File: config.mk
export PLATFORM = sky130hd
export DESIGN_NAME = event_coalescer_with_deadline
export DESIGN_NICKNAME = d
export VERILOG_FILES = /design/src/rtl/ecd_pkg.sv /design/src/rtl/event_coalescer_with_deadline.sv /design/src/rtl/ecd_ram.sv /design/src/rtl/ecd_front.sv /design/src/rtl/ecd_back.sv
export SDC_FILE = /design/constraint.sdc
export NUM_CORES = 2
export LEC_CHECK = 0
export BUFFER_PORTS_ARGS = -buffer_cell sky130_fd_sc_hd__buf_2
export CAP_MARGIN = 20
export CORE_ASPECT_RATIO = 1.75
export CORE_MARGIN = 4
export CORE_UTILIZATION = 30
export CTS_CLUSTER_SIZE = 14
export DETAILED_ROUTE_END_ITERATION = 8
export GPL_TIMING_DRIVEN = 0
export SKIP_LAST_GASP = 1
export SLEW_MARGIN = 20
export SYNTH_ARGS = -nofsm -noshare
export SYNTH_HDL_FRONTEND = slang
export SYNTH_HIERARCHICAL = 1
export SYNTH_SLANG_ARGS = --single-unit
File: constraint.sdc
create_clock -name clk -period 46.6 [get_ports clk]
set_input_delay 2.33 -clock clk [delete_from_list [all_inputs] [get_ports clk]]
set_output_delay 2.33 -clock clk [all_outputs]
set_load 0.05 [all_outputs]
File: src/rtl/ecd_pkg.sv
// ----------------------------------------------------------------------------
// ecd_pkg
// Shared types and codes for the event coalescer with deadline.
// ----------------------------------------------------------------------------
package ecd_pkg;

  typedef enum logic [1:0] {
    OP_ENQUEUE = 2'd0,
    OP_DRAIN   = 2'd1,
    OP_CLEAR   = 2'd2,
    OP_NONE    = 2'd3
  } opcode_t;

  typedef enum logic [2:0] {
    K_DRAINED    = 3'd0,
    K_ACCEPTED   = 3'd1,
    K_FULL       = 3'd2,
    K_DRAIN_DONE = 3'd3,
    K_CLEAR_DONE = 3'd4
  } kind_t;

  typedef enum logic [1:0] {
    REG_CHANGE_LIMIT = 2'd0,
    REG_BYTE_LIMIT   = 2'd1,
    REG_MIN_DELAY    = 2'd2,
    REG_MAX_DELAY    = 2'd3
  } reg_index_t;

  typedef enum logic [2:0] {
    S_IDLE,
    S_ENQ_SCAN,
    S_ENQ_WRITE,
    S_DRN_SCAN,
    S_CLEAR
  } state_t;

  // One queued command.
  typedef struct packed {
    opcode_t     opcode;
    logic [31:0] doc_key;
    logic [31:0] snapshot_handle;
    logic [31:0] text_bytes;
    logic [31:0] now_ms;
  } cmd_t;

  // Effective configuration, zero values already replaced.
  typedef struct packed {
    logic [15:0] change_limit;
    logic [31:0] byte_limit;
    logic [15:0] min_delay;
    logic [15:0] max_delay;
  } cfg_t;

  typedef struct packed {
    kind_t       kind;
    logic [31:0] out_key;
    logic [31:0] out_handle;
    logic        snapshot_only;
    logic [15:0] change_count;
    logic        next_valid;
    logic [31:0] next_ready_ms;
    logic        last;
  } result_t;

  localparam int QUEUE_DEPTH = 2;

endpackage

File: src/rtl/event_coalescer_with_deadline.sv
// ----------------------------------------------------------------------------
// event_coalescer_with_deadline
// Per-key change coalescing with quiet time and hard deadline.
// ----------------------------------------------------------------------------
// Enqueue: a dispatch step, one table pass and one update step, then the result.
// Drain: a dispatch step, then one table pass per drained entry plus one more
//   pass for the closing result; the single read port sets this.
// Clear: dispatch, then the clear state. A two-deep command queue takes items while the table works.
// Reset empties the table and the queue and loads the default registers.
// Results are strobed for one cycle; the receiver cannot stall.
module event_coalescer_with_deadline #(
  parameter int ENTRIES   = 16,
  parameter int TIME_BITS = 32
) (
  input  logic        clk,
  input  logic        rst,
  input  logic        start,
  output logic        busy,
  input  logic [1:0]  opcode,
  input  logic [31:0] doc_key,
  input  logic [31:0] snapshot_handle,
  input  logic [31:0] text_bytes,
  input  logic [31:0] now_ms,
  input  logic        cfg_we,
  input  logic [1:0]  cfg_index,
  input  logic [31:0] cfg_data,
  output logic        strobe,
  output logic [2:0]  kind,
  output logic [31:0] out_key,
  output logic [31:0] out_handle,
  output logic        snapshot_only,
  output logic [15:0] change_count,
  output logic        next_valid,
  output logic [31:0] next_ready_ms,
  output logic        last
);

  logic [15:0] change_limit;
  logic [31:0] byte_limit;
  logic [15:0] min_delay_ms;
  logic [15:0] max_delay_ms;
  logic [15:0] eff_min;

  ecd_pkg::cfg_t    cfg;
  ecd_pkg::cmd_t    cmd_in;
  ecd_pkg::cmd_t    cmd_head;
  ecd_pkg::result_t result;
  logic             cmd_valid;
  logic             pop;

  always_ff @(posedge clk) begin
    if (rst) begin
      change_limit <= 16'd64;
      byte_limit   <= 32'd65536;
      min_delay_ms <= 16'd8;
      max_delay_ms <= 16'd16;
    end else if (cfg_we) begin
      unique case (ecd_pkg::reg_index_t'(cfg_index))
        ecd_pkg::REG_CHANGE_LIMIT: change_limit <= cfg_data[15:0];
        ecd_pkg::REG_BYTE_LIMIT:   byte_limit   <= cfg_data;
        ecd_pkg::REG_MIN_DELAY:    min_delay_ms <= cfg_data[15:0];
        ecd_pkg::REG_MAX_DELAY:    max_delay_ms <= cfg_data[15:0];
        default: ;
      endcase
    end
  end

  assign eff_min = (min_delay_ms != '0) ? min_delay_ms : 16'd1;
  assign cfg.change_limit = (change_limit != '0) ? change_limit : 16'd1;
  assign cfg.byte_limit   = (byte_limit != '0) ? byte_limit : 32'd1;
  assign cfg.min_delay    = eff_min;
  assign cfg.max_delay    = (max_delay_ms > eff_min) ? max_delay_ms : eff_min;

  assign cmd_in.opcode          = ecd_pkg::opcode_t'(opcode);
  assign cmd_in.doc_key         = doc_key;
  assign cmd_in.snapshot_handle = snapshot_handle;
  assign cmd_in.text_bytes      = text_bytes;
  assign cmd_in.now_ms          = now_ms;

  ecd_front u_front (
    .clk       (clk),
    .rst       (rst),
    .start     (start),
    .busy      (busy),
    .cmd_in    (cmd_in),
    .cmd_valid (cmd_valid),
    .cmd_head  (cmd_head),
    .pop       (pop)
  );

  ecd_back #(.ENTRIES(ENTRIES), .TIME_BITS(TIME_BITS)) u_back (
    .clk       (clk),
    .rst       (rst),
    .cfg       (cfg),
    .cmd_valid (cmd_valid),
    .cmd_head  (cmd_head),
    .pop       (pop),
    .strobe    (strobe),
    .result    (result)
  );

  assign kind          = result.kind;
  assign out_key       = result.out_key;
  assign out_handle    = result.out_handle;
  assign snapshot_only = result.snapshot_only;
  assign change_count  = result.change_count;
  assign next_valid    = result.next_valid;
  assign next_ready_ms = result.next_ready_ms;
  assign last          = result.last;

  // a drained entry is never the closing transaction of a drain
  a_drained_not_last: assert property (@(posedge clk) disable iff (rst)
    strobe && kind == ecd_pkg::K_DRAINED |-> !last)
    else $error("drained entry marked last");

  a_other_last: assert property (@(posedge clk) disable iff (rst)
    strobe && kind != ecd_pkg::K_DRAINED |-> last)
    else $error("single result not marked last");

  // a closing result is never followed at once by another strobe
  a_no_back_to_back_last: assert property (@(posedge clk) disable iff (rst)
    strobe && last |=> !strobe)
    else $error("result right after a closing result");

  a_empty_drain: assert property (@(posedge clk) disable iff (rst)
    strobe && kind == ecd_pkg::K_DRAIN_DONE && !next_valid |-> next_ready_ms == '0)
    else $error("next ready time without pending entry");

endmodule

File: src/rtl/ecd_ram.sv
// ----------------------------------------------------------------------------
// ecd_ram
// Generic single write port, single read port RAM with registered read.
// ----------------------------------------------------------------------------
module ecd_ram #(
  parameter int WIDTH = 32,
  parameter int DEPTH = 16
) (
  input  logic                                    clk,
  input  logic                                    we,
  input  logic [(DEPTH > 1 ? $clog2(DEPTH) : 1)-1:0] waddr,
  input  logic [WIDTH-1:0]                        wdata,
  input  logic [(DEPTH > 1 ? $clog2(DEPTH) : 1)-1:0] raddr,
  output logic [WIDTH-1:0]                        rdata
);

  logic [WIDTH-1:0] mem [DEPTH];

  always_ff @(posedge clk) begin
    if (we) begin
      mem[waddr] <= wdata;
    end
    rdata <= mem[raddr];
  end

endmodule

File: src/rtl/ecd_front.sv
// ----------------------------------------------------------------------------
// ecd_front
// Takes commands, drops the unused opcode and queues the rest for the back end.
// ----------------------------------------------------------------------------
module ecd_front (
  input  logic           clk,
  input  logic           rst,
  input  logic           start,
  output logic           busy,
  input  ecd_pkg::cmd_t  cmd_in,
  output logic           cmd_valid,
  output ecd_pkg::cmd_t  cmd_head,
  input  logic           pop
);

  localparam int PW = $clog2(ecd_pkg::QUEUE_DEPTH);

  ecd_pkg::cmd_t q [ecd_pkg::QUEUE_DEPTH];
  logic [PW-1:0] wr_ptr;
  logic [PW-1:0] rd_ptr;
  logic [PW:0]   count;
  logic          push;
  logic          do_pop;

  assign busy      = (count == (PW+1)'(ecd_pkg::QUEUE_DEPTH));
  assign cmd_valid = (count != '0);
  assign cmd_head  = q[rd_ptr];
  assign push      = start && !busy && (cmd_in.opcode != ecd_pkg::OP_NONE);
  assign do_pop    = pop && cmd_valid;

  always_ff @(posedge clk) begin
    if (push) begin
      q[wr_ptr] <= cmd_in;
    end
  end

  always_ff @(posedge clk) begin
    if (rst) begin
      wr_ptr <= '0;
      rd_ptr <= '0;
      count  <= '0;
    end else begin
      if (push) begin
        wr_ptr <= wr_ptr + 1'b1;
      end
      if (do_pop) begin
        rd_ptr <= rd_ptr + 1'b1;
      end
      count <= count + (PW+1)'(push) - (PW+1)'(do_pop);
    end
  end

endmodule

File: src/rtl/ecd_back.sv
// ----------------------------------------------------------------------------
// ecd_back
// Slot table and sequencer: scans the table one slot per cycle for
// enqueue lookups and for ordered drains.
// ----------------------------------------------------------------------------
module ecd_back #(
  parameter int ENTRIES   = 16,
  parameter int TIME_BITS = 32
) (
  input  logic              clk,
  input  logic              rst,
  input  ecd_pkg::cfg_t     cfg,
  input  logic              cmd_valid,
  input  ecd_pkg::cmd_t     cmd_head,
  output logic              pop,
  output logic              strobe,
  output ecd_pkg::result_t  result
);

  localparam int IW = (ENTRIES > 1) ? $clog2(ENTRIES) : 1;
  localparam int TB = TIME_BITS;
  localparam int CW = (TIME_BITS > 32) ? TIME_BITS : 32;
  // entry layout from the LSB: flag, bytes, changes, deadline, ready, handle, key
  localparam int O_BYTES = 1;
  localparam int O_CHG   = 33;
  localparam int O_DL    = 49;
  localparam int O_RDY   = 49 + TB;
  localparam int O_HDL   = 49 + 2*TB;
  localparam int O_KEY   = 81 + 2*TB;
  localparam int EW      = 113 + 2*TB;

  ecd_pkg::state_t state, state_next;
  ecd_pkg::cmd_t   cmd;

  logic [ENTRIES-1:0] valid;
  logic [IW:0]        cnt;
  logic               rd_pend;
  logic [IW-1:0]      rd_idx;
  logic               scan_end;

  logic               ram_we;
  logic [IW-1:0]      ram_waddr;
  logic [EW-1:0]      ram_wdata;
  logic [EW-1:0]      rdata;

  logic               hit_found;
  logic [IW-1:0]      hit_idx;
  logic [EW-1:0]      hit_data;
  logic               free_found;
  logic [IW-1:0]      free_idx;

  logic               best_found;
  logic [IW-1:0]      best_idx;
  logic [31:0]        best_key;
  logic [31:0]        best_handle;
  logic               best_flag;
  logic [15:0]        best_chg;
  logic               nv;
  logic [TB-1:0]      nr;

  logic               strobe_next;
  ecd_pkg::result_t   result_next;

  // fields of the slot being read
  logic [31:0]   r_key;
  logic [TB-1:0] r_rdy;
  logic [TB-1:0] r_dl;
  logic [TB-1:0] r_min;
  logic          r_valid;
  logic          r_due;
  logic [CW-1:0] now_c;

  // enqueue update
  logic [TB-1:0] t_ready;
  logic [TB-1:0] t_dead;
  logic [15:0]   h_chg;
  logic [32:0]   h_sum;
  logic [31:0]   h_bytes;
  logic          h_flag;
  logic [TB-1:0] h_dl;
  logic [TB-1:0] h_ready;

  function automatic logic [TB-1:0] time_add(input logic [CW-1:0] now,
                                             input logic [15:0] d);
    logic [TB:0] s;
    s = {1'b0, now[TB-1:0]} + (TB+1)'(d);
    return s[TB] ? {TB{1'b1}} : s[TB-1:0];
  endfunction

  ecd_ram #(.WIDTH(EW), .DEPTH(ENTRIES)) u_slots (
    .clk   (clk),
    .we    (ram_we),
    .waddr (ram_waddr),
    .wdata (ram_wdata),
    .raddr (cnt[IW-1:0]),
    .rdata (rdata)
  );

  assign now_c    = CW'(cmd.now_ms);
  assign r_key    = rdata[O_KEY +: 32];
  assign r_rdy    = rdata[O_RDY +: TB];
  assign r_dl     = rdata[O_DL +: TB];
  assign r_min    = (r_rdy < r_dl) ? r_rdy : r_dl;
  assign r_valid  = rd_pend && valid[rd_idx];
  assign r_due    = r_valid && !((now_c < CW'(r_rdy)) && (now_c < CW'(r_dl)));
  assign scan_end = (cnt == (IW+1)'(ENTRIES)) && !rd_pend;

  assign t_ready = time_add(now_c, cfg.min_delay);
  assign t_dead  = time_add(now_c, cfg.max_delay);
  assign h_chg   = (hit_data[O_CHG +: 16] == 16'hFFFF) ? 16'hFFFF
                                                       : hit_data[O_CHG +: 16] + 16'd1;
  assign h_sum   = {1'b0, hit_data[O_BYTES +: 32]} + {1'b0, cmd.text_bytes};
  assign h_bytes = h_sum[32] ? 32'hFFFF_FFFF : h_sum[31:0];
  assign h_flag  = hit_data[0] || (h_chg > cfg.change_limit) || (h_bytes > cfg.byte_limit);
  assign h_dl    = hit_data[O_DL +: TB];
  assign h_ready = (t_ready < h_dl) ? t_ready : h_dl;

  always_comb begin
    state_next = state;
    unique case (state)
      ecd_pkg::S_IDLE: begin
        if (cmd_valid) begin
          unique case (cmd_head.opcode)
            ecd_pkg::OP_ENQUEUE: state_next = ecd_pkg::S_ENQ_SCAN;
            ecd_pkg::OP_DRAIN:   state_next = ecd_pkg::S_DRN_SCAN;
            default:             state_next = ecd_pkg::S_CLEAR;
          endcase
        end
      end
      ecd_pkg::S_ENQ_SCAN:  if (scan_end) state_next = ecd_pkg::S_ENQ_WRITE;
      ecd_pkg::S_ENQ_WRITE: state_next = ecd_pkg::S_IDLE;
      ecd_pkg::S_DRN_SCAN:  if (scan_end && !best_found) state_next = ecd_pkg::S_IDLE;
      ecd_pkg::S_CLEAR:     state_next = ecd_pkg::S_IDLE;
      default:              state_next = ecd_pkg::S_IDLE;
    endcase
  end

  always_comb begin
    pop         = 1'b0;
    ram_we      = 1'b0;
    ram_waddr   = hit_found ? hit_idx : free_idx;
    ram_wdata   = '0;
    strobe_next = 1'b0;
    result_next = '0;
    unique case (state)
      ecd_pkg::S_IDLE: pop = cmd_valid;
      ecd_pkg::S_ENQ_WRITE: begin
        strobe_next      = 1'b1;
        result_next.last = 1'b1;
        result_next.kind = ecd_pkg::K_ACCEPTED;
        if (hit_found) begin
          ram_we    = 1'b1;
          ram_wdata = {hit_data[O_KEY +: 32], cmd.snapshot_handle, h_ready, h_dl,
                       h_chg, h_bytes, h_flag};
        end else if (free_found) begin
          ram_we    = 1'b1;
          ram_wdata = {cmd.doc_key, cmd.snapshot_handle, t_ready, t_dead, 16'd1,
                       cmd.text_bytes, (cmd.text_bytes > cfg.byte_limit)};
        end else begin
          result_next.kind = ecd_pkg::K_FULL;
        end
      end
      ecd_pkg::S_DRN_SCAN: begin
        if (scan_end) begin
          strobe_next = 1'b1;
          if (best_found) begin
            result_next.kind          = ecd_pkg::K_DRAINED;
            result_next.out_key       = best_key;
            result_next.out_handle    = best_handle;
            result_next.snapshot_only = best_flag;
            result_next.change_count  = best_chg;
          end else begin
            result_next.kind          = ecd_pkg::K_DRAIN_DONE;
            result_next.next_valid    = nv;
            result_next.next_ready_ms = 32'(CW'(nr));
            result_next.last          = 1'b1;
          end
        end
      end
      ecd_pkg::S_CLEAR: begin
        strobe_next      = 1'b1;
        result_next.kind = ecd_pkg::K_CLEAR_DONE;
        result_next.last = 1'b1;
      end
      default: ;
    endcase
  end

  always_ff @(posedge clk) begin
    if (rst) begin
      state  <= ecd_pkg::S_IDLE;
      valid  <= '0;
      strobe <= 1'b0;
    end else begin
      state  <= state_next;
      strobe <= strobe_next;
      if (state == ecd_pkg::S_CLEAR) begin
        valid <= '0;
      end
      if (state == ecd_pkg::S_ENQ_WRITE && !hit_found && free_found) begin
        valid[free_idx] <= 1'b1;
      end
      if (state == ecd_pkg::S_DRN_SCAN && scan_end && best_found) begin
        valid[best_idx] <= 1'b0;
      end
    end
  end

  // scan pointer and trackers
  always_ff @(posedge clk) begin
    result <= result_next;
    if (state == ecd_pkg::S_IDLE ||
        (state == ecd_pkg::S_DRN_SCAN && scan_end)) begin
      if (state == ecd_pkg::S_IDLE) begin
        cmd <= cmd_head;
      end
      cnt        <= '0;
      rd_pend    <= 1'b0;
      hit_found  <= 1'b0;
      free_found <= 1'b0;
      best_found <= 1'b0;
      nv         <= 1'b0;
      nr         <= '0;
    end else if (state == ecd_pkg::S_ENQ_SCAN || state == ecd_pkg::S_DRN_SCAN) begin
      if (cnt != (IW+1)'(ENTRIES)) begin
        cnt     <= cnt + 1'b1;
        rd_pend <= 1'b1;
        rd_idx  <= cnt[IW-1:0];
      end else begin
        rd_pend <= 1'b0;
      end
      if (rd_pend) begin
        if (state == ecd_pkg::S_ENQ_SCAN) begin
          if (r_valid && r_key == cmd.doc_key && !hit_found) begin
            hit_found <= 1'b1;
            hit_idx   <= rd_idx;
            hit_data  <= rdata;
          end
          if (!valid[rd_idx] && !free_found) begin
            free_found <= 1'b1;
            free_idx   <= rd_idx;
          end
        end else begin
          if (r_due && (!best_found || r_key < best_key)) begin
            best_found  <= 1'b1;
            best_idx    <= rd_idx;
            best_key    <= r_key;
            best_handle <= rdata[O_HDL +: 32];
            best_flag   <= rdata[0];
            best_chg    <= rdata[O_CHG +: 16];
          end
          // valid slots that are not due remain after the drain
          if (r_valid && !r_due && (!nv || r_min < nr)) begin
            nv <= 1'b1;
            nr <= r_min;
          end
        end
      end
    end
  end

endmodule
==> Implementation_results.wiki <==
{| class="wikitable"
! Metric !! Value
|-
| Status || complete, no violations
|-
| Transition time at the pin with the least slew margin || 1.23 ns
|-
| Launching point of the worst reg2reg path || min_delay_ms[10]$_SDFFE_PP0P_
|-
| Total Die Area || 520,000 um^2
|-
| Post-detailed-route DRC marker count || 0
|-
| Crit end category || flop
|-
| Series of cell instances along the critical path || nor4_1 -> a41o_1 -> ha_1 -> fa_1 -> a211oi_2 -> o21ai_1 -> a311oi_2 -> o21ai_1 -> nand2_1 -> o21ai_1 -> nand2_1 -> clkbuf_1 -> nand2_1 -> ha_1 -> a21oi_1 -> o21ai_0 -> a2111o_1 -> a221o_1 -> o21ai_0 -> nand3b_1 -> and2_4 -> nor2_1 -> a22o_1
|-
| Area grow syn2layout || 18.9%
|-
| CTS H-tree lvls || 5
|-
| Skew-Pair Late Insertion Delay || 1.00 ns
|-
| Final hold vios || 0
|-
| CTS Root Buffer Type || sky130_fd_sc_hd__clkbuf_16
|-
| Worst r2r path cells || 23
|-
| Reg-to-reg critical path endpoint || u_back/u_slots/mem[3][82]$_DFFE_PP_
|-
| Simple logic cell fraction of the synthesized area || 3.88%
|-
| Prevailing post-synth register cell || sky130_fd_sc_hd__edfxtp_1
|-
| Worst Path Buf+Inv || 1
|-
| Number of gates given a new drive strength after cts || 0
|-
| Seq/Total Area, Yosys || 73.3%
|-
| Horizontal extent of the die || 547 um
|-
| Post-synthesis mux area share || 11.9%
|-
| Proportion of register bits with asynchronous set or reset after synthesis || 0%
|-
| Period utilization || 16.6%
|-
| Number of search-and-repair iterations in the first detailed-routing pass || 6
|-
| Worst setup skew after layout || 0.0797 ns
|-
| Clock transition at the register clock pins on the worst setup and hold paths after CTS || 0.08 ns
|-
| Power Dens Cells || 45.6 nW/um^2
|-
| Gpl congestion || 0.902
|-
| Maximum vdd ir drop || 45.3 uV
|-
| Total vias in the final route || 84,600
|-
| Hold Slack || 0.379 ns
|-
| Cell area after synthesis || 153,000 um^2
|-
| Setup total negative slack || 0 ns
|-
| Stages on worst setup path || 23
|-
| WL per Instance || 29.6 um
|-
| Number of max-cap violations || 0
|-
| Count of boundary I/O pins || 288
|-
| EDFF count, synth || 3,430
|-
| Buffers from clock root to sink, at most || 4
|-
| Post-route cell area || 181,000 um^2
|-
| Number of nets with antenna violations after routing || 0
|-
| Mean post-synth cell area || 18.2 um^2
|-
| Row count || 346
|-
| Vias/cell || 5.10
|-
| CP required || 47.29 ns
|-
| Core outline area || 507,000 um^2
|-
| Slew margin rel. || 17.4%
|-
| Maximum frequency from static timing analysis || 0.129 GHz
|-
| Cts hold-fix bufs || 0
|-
| Category of the most critical setup path || flop to flop
|-
| Global-route wire length before repair || 677,000 um
|-
| Cell type of the slowest stage on the worst timing path || sky130_fd_sc_hd__a22o_1
|-
| Detailed Route WL || 491,000 um
|-
| XOR/XNOR share of the synthesized area || 0.677%
|-
| Die Y-Extent || 951 um
|-
| TritonCTS clock tree || done
|-
| Initial antenna violation count || 125
|-
| Worst min-delay path class || flop to flop
|-
| Final-report max-slew violation count || 0
|-
| Shortest period the worst path allows || 7.73 ns
|-
| Reported leakage power || 64.4 nW
|-
| Violation count after the first detailed-routing iteration || 9,099
|-
| Share of layout cells above drive strength 1 || 25.6%
|-
| Maximum fanout count along the critical path || 16
|-
| Yosys warnings || 6
|-
| Delay-heaviest family, CP || compound AO/OA/AOI/OAI gates
|-
| Final core utilization || 35.8%
|-
| Main combinational cell family by area after synthesis || multiplexers
|-
| Nets || 9,969
|-
| Overall overflow remaining after global route || 0
|-
| Total power || 0.00827 W
|-
| Endpoint of the most critical setup path || u_back/u_slots/mem[3][82]$_DFFE_PP_
|-
| TritonCTS sink count || 3,872
|-
| Number of global-route vias before repair || 85,800
|-
| Post-synthesis instance total || 8,374
|-
| Pin count of the biggest net entering global routing || 61
|-
| RSZ-0062 raised after global routing || false
|-
| Delay of the slowest cell on the worst path || 0.69 ns
|-
| GRT Total Usage || 18.4%
|-
| Crit path launch type || flop
|-
| Post-CTS Repair Setup Buffers || 0
|-
| Post-Syn Nets || 8,896
|-
| Seq cells post-synth || 3,872
|-
| Hpwl dp || 362,000 um
|-
| Count of buffers inserted at the top-level ports || 286
|-
| Final setup violation count || 0
|-
| Number of unique standard cell types used by synthesis || 105
|-
| Launch point of the critical path || min_delay_ms[10]$_SDFFE_PP0P_
|-
| Post-synthesis share of cell area spent on full adders, half adders and majority gates || 2.92%
|-
| Instance area at placement || 170,000 um^2
|-
| Synthesized-area fraction occupied by ao, oa, aoi and oai cells || 5.21%
|-
| Effective utilization at floorplan || 30.1%
|-
| Arrival time of data at the critical path endpoint || 8.42 ns
|-
| Slack of the worst reg-to-reg path || 38.87 ns
|-
| Number of buffers created by CTS || 355
|}
state kept, by name (all words and copies together) (netlist names), 2 cells and up, named ones only:
signal,flops
u_back/best_chg,16
u_back/cnt,5
u_back/now_c,32
u_back/valid,16
u_back/nr,32
change_limit,16
u_back/cmd,96
u_front/count,2
u_back/u_slots/mem,2832
u_front/q,260
max_delay_ms,16
u_back/rd_idx,4
u_back/best_handle,32
u_back/free_idx,4
u_back/best_key,32
u_back/best_idx,4
byte_limit,32
u_back/hit_data,113
min_delay_ms,16
u_back/state,3
u_back/hit_idx,4
u_back/u_slots/rdata,177
u_back/result,118
kinds of logic (layout without fill, tap and decap cells):
family          Yosys count  after routing
simple gates           1225           1225
mux                     947            947
compound gates         1151           1151
fa+ha+maj               354            354
xor+xnor                118            118
flops                  3872           3872
other cells               0             52
buf+inv                 707           2077
how the worst min path moves through the flow:
stage	startpoint	to	slack (ns)	cells past startpoint
3_5_place_dp	u_back/u_slots/rdata[131]$_DFF_P_	u_back/best_handle[18]$_DFFE_PP_	0.39	0
5_1_grt	u_back/u_slots/rdata[129]$_DFF_P_	u_back/best_handle[16]$_DFFE_PP_	0.40	0
2_1_floorplan	u_back/u_slots/rdata[113]$_DFF_P_	u_back/best_handle[0]$_DFFE_PP_	0.39	0
6_report	u_back/u_slots/rdata[124]$_DFF_P_	u_back/best_handle[11]$_DFFE_PP_	0.38	0
3_3_place_gp	u_back/u_slots/rdata[114]$_DFF_P_	u_back/best_handle[1]$_DFFE_PP_	0.39	0
4_1_cts	u_back/u_slots/rdata[124]$_DFF_P_	u_back/best_handle[11]$_DFFE_PP_	0.38	0
placed cells by master (no fill, tap or decap), types with 27 or more instances in the layout:
master                      Yosys  final
sky130_fd_sc_hd__clkinv_2       0     29
sky130_fd_sc_hd__clkbuf_1     258    370
sky130_fd_sc_hd__mux4_2       665    665
sky130_fd_sc_hd__nand3_1       55     55
sky130_fd_sc_hd__o221ai_1      29     29
sky130_fd_sc_hd__diode_2        0     52
sky130_fd_sc_hd__buf_16         0     85
sky130_fd_sc_hd__a22o_1        36     36
sky130_fd_sc_hd__nor4_1        61     41
sky130_fd_sc_hd__nor3_1        48     43
sky130_fd_sc_hd__buf_12         1     97
sky130_fd_sc_hd__a21o_1        72     72
sky130_fd_sc_hd__nand4_1       49     49
sky130_fd_sc_hd__and2_1        99     99
sky130_fd_sc_hd__nor2b_1       65     65
sky130_fd_sc_hd__a21oi_1      228    203
sky130_fd_sc_hd__nor2_1       202    183
sky130_fd_sc_hd__ha_1         351    351
sky130_fd_sc_hd__inv_1        252    251
sky130_fd_sc_hd__edfxtp_1    3430   3430
sky130_fd_sc_hd__mux2i_1       40     40
sky130_fd_sc_hd__buf_2         98    406
sky130_fd_sc_hd__xnor2_1       50     50
sky130_fd_sc_hd__a22oi_1      337    337
sky130_fd_sc_hd__o21ai_0      165    161
sky130_fd_sc_hd__buf_4         20    177
sky130_fd_sc_hd__nand2b_1      53     53
sky130_fd_sc_hd__mux2_2       232    232
sky130_fd_sc_hd__buf_8          0     27
sky130_fd_sc_hd__clkbuf_16      0    360
sky130_fd_sc_hd__dfxtp_1      442    442
sky130_fd_sc_hd__xor2_1        68     68
sky130_fd_sc_hd__nand2_1      508    508
sky130_fd_sc_hd__buf_6         47     96
sky130_fd_sc_hd__clkbuf_2       0     32
sky130_fd_sc_hd__clkbuf_8       0     31
power breakdown:
group / internal (W) / total (W) / switching, W
registers: 0.00388 / 0.00401 / 0.000128
logic: 0.000519 / 0.00139 / 0.000867
clock network: 0.00154 / 0.00287 / 0.00133
total: 0.00594 / 0.00827 / 0.00233
per-stage QoR:
step	std cells	setup slack [ns]
floorplan	8374	31.26
global placement	15400	8.56
detailed placement	15900	38.97
CTS	16500	38.88
global route	16600	38.60
finish	16600	38.87
cell usage after synthesis, types with 55 or more instances:
cell,number,area (um^2)
sky130_fd_sc_hd__o21ai_0,165,826
sky130_fd_sc_hd__dfxtp_1,442,8850
sky130_fd_sc_hd__nand3_1,55,275
sky130_fd_sc_hd__a22oi_1,337,2530
sky130_fd_sc_hd__and2_1,99,619
sky130_fd_sc_hd__nor2_1,202,758
sky130_fd_sc_hd__ha_1,351,4390
sky130_fd_sc_hd__a21oi_1,228,1140
sky130_fd_sc_hd__nor4_1,61,382
sky130_fd_sc_hd__a21o_1,72,541
sky130_fd_sc_hd__nor2b_1,65,407
sky130_fd_sc_hd__xor2_1,68,596
sky130_fd_sc_hd__buf_2,98,490
sky130_fd_sc_hd__inv_1,252,946
sky130_fd_sc_hd__clkbuf_1,258,968
sky130_fd_sc_hd__mux4_2,665,15000
sky130_fd_sc_hd__edfxtp_1,3430,103000
sky130_fd_sc_hd__nand2_1,508,1910
sky130_fd_sc_hd__mux2_2,232,2610
layer usage:
metal	GRT usage [%]	routed length (um)
met3	3.23	34000
met5	0	343
met2	32.5	251000
met4	11.5	35800
met1	20.5	170000
layout make-up:
type                       instances  area, um^2
tap                             6786        8490
timing repair buffer             716        7910
sequential                      3872      112000
clock inverter                   117        1280
clock buffer                     537        9980
buffer                           454        2320
inverter                         253         957
multi-input combinational       3795       38400
antenna                           52         130
fill                           47100      326000
Note: power is estimated with default switching activity, not from simulation.
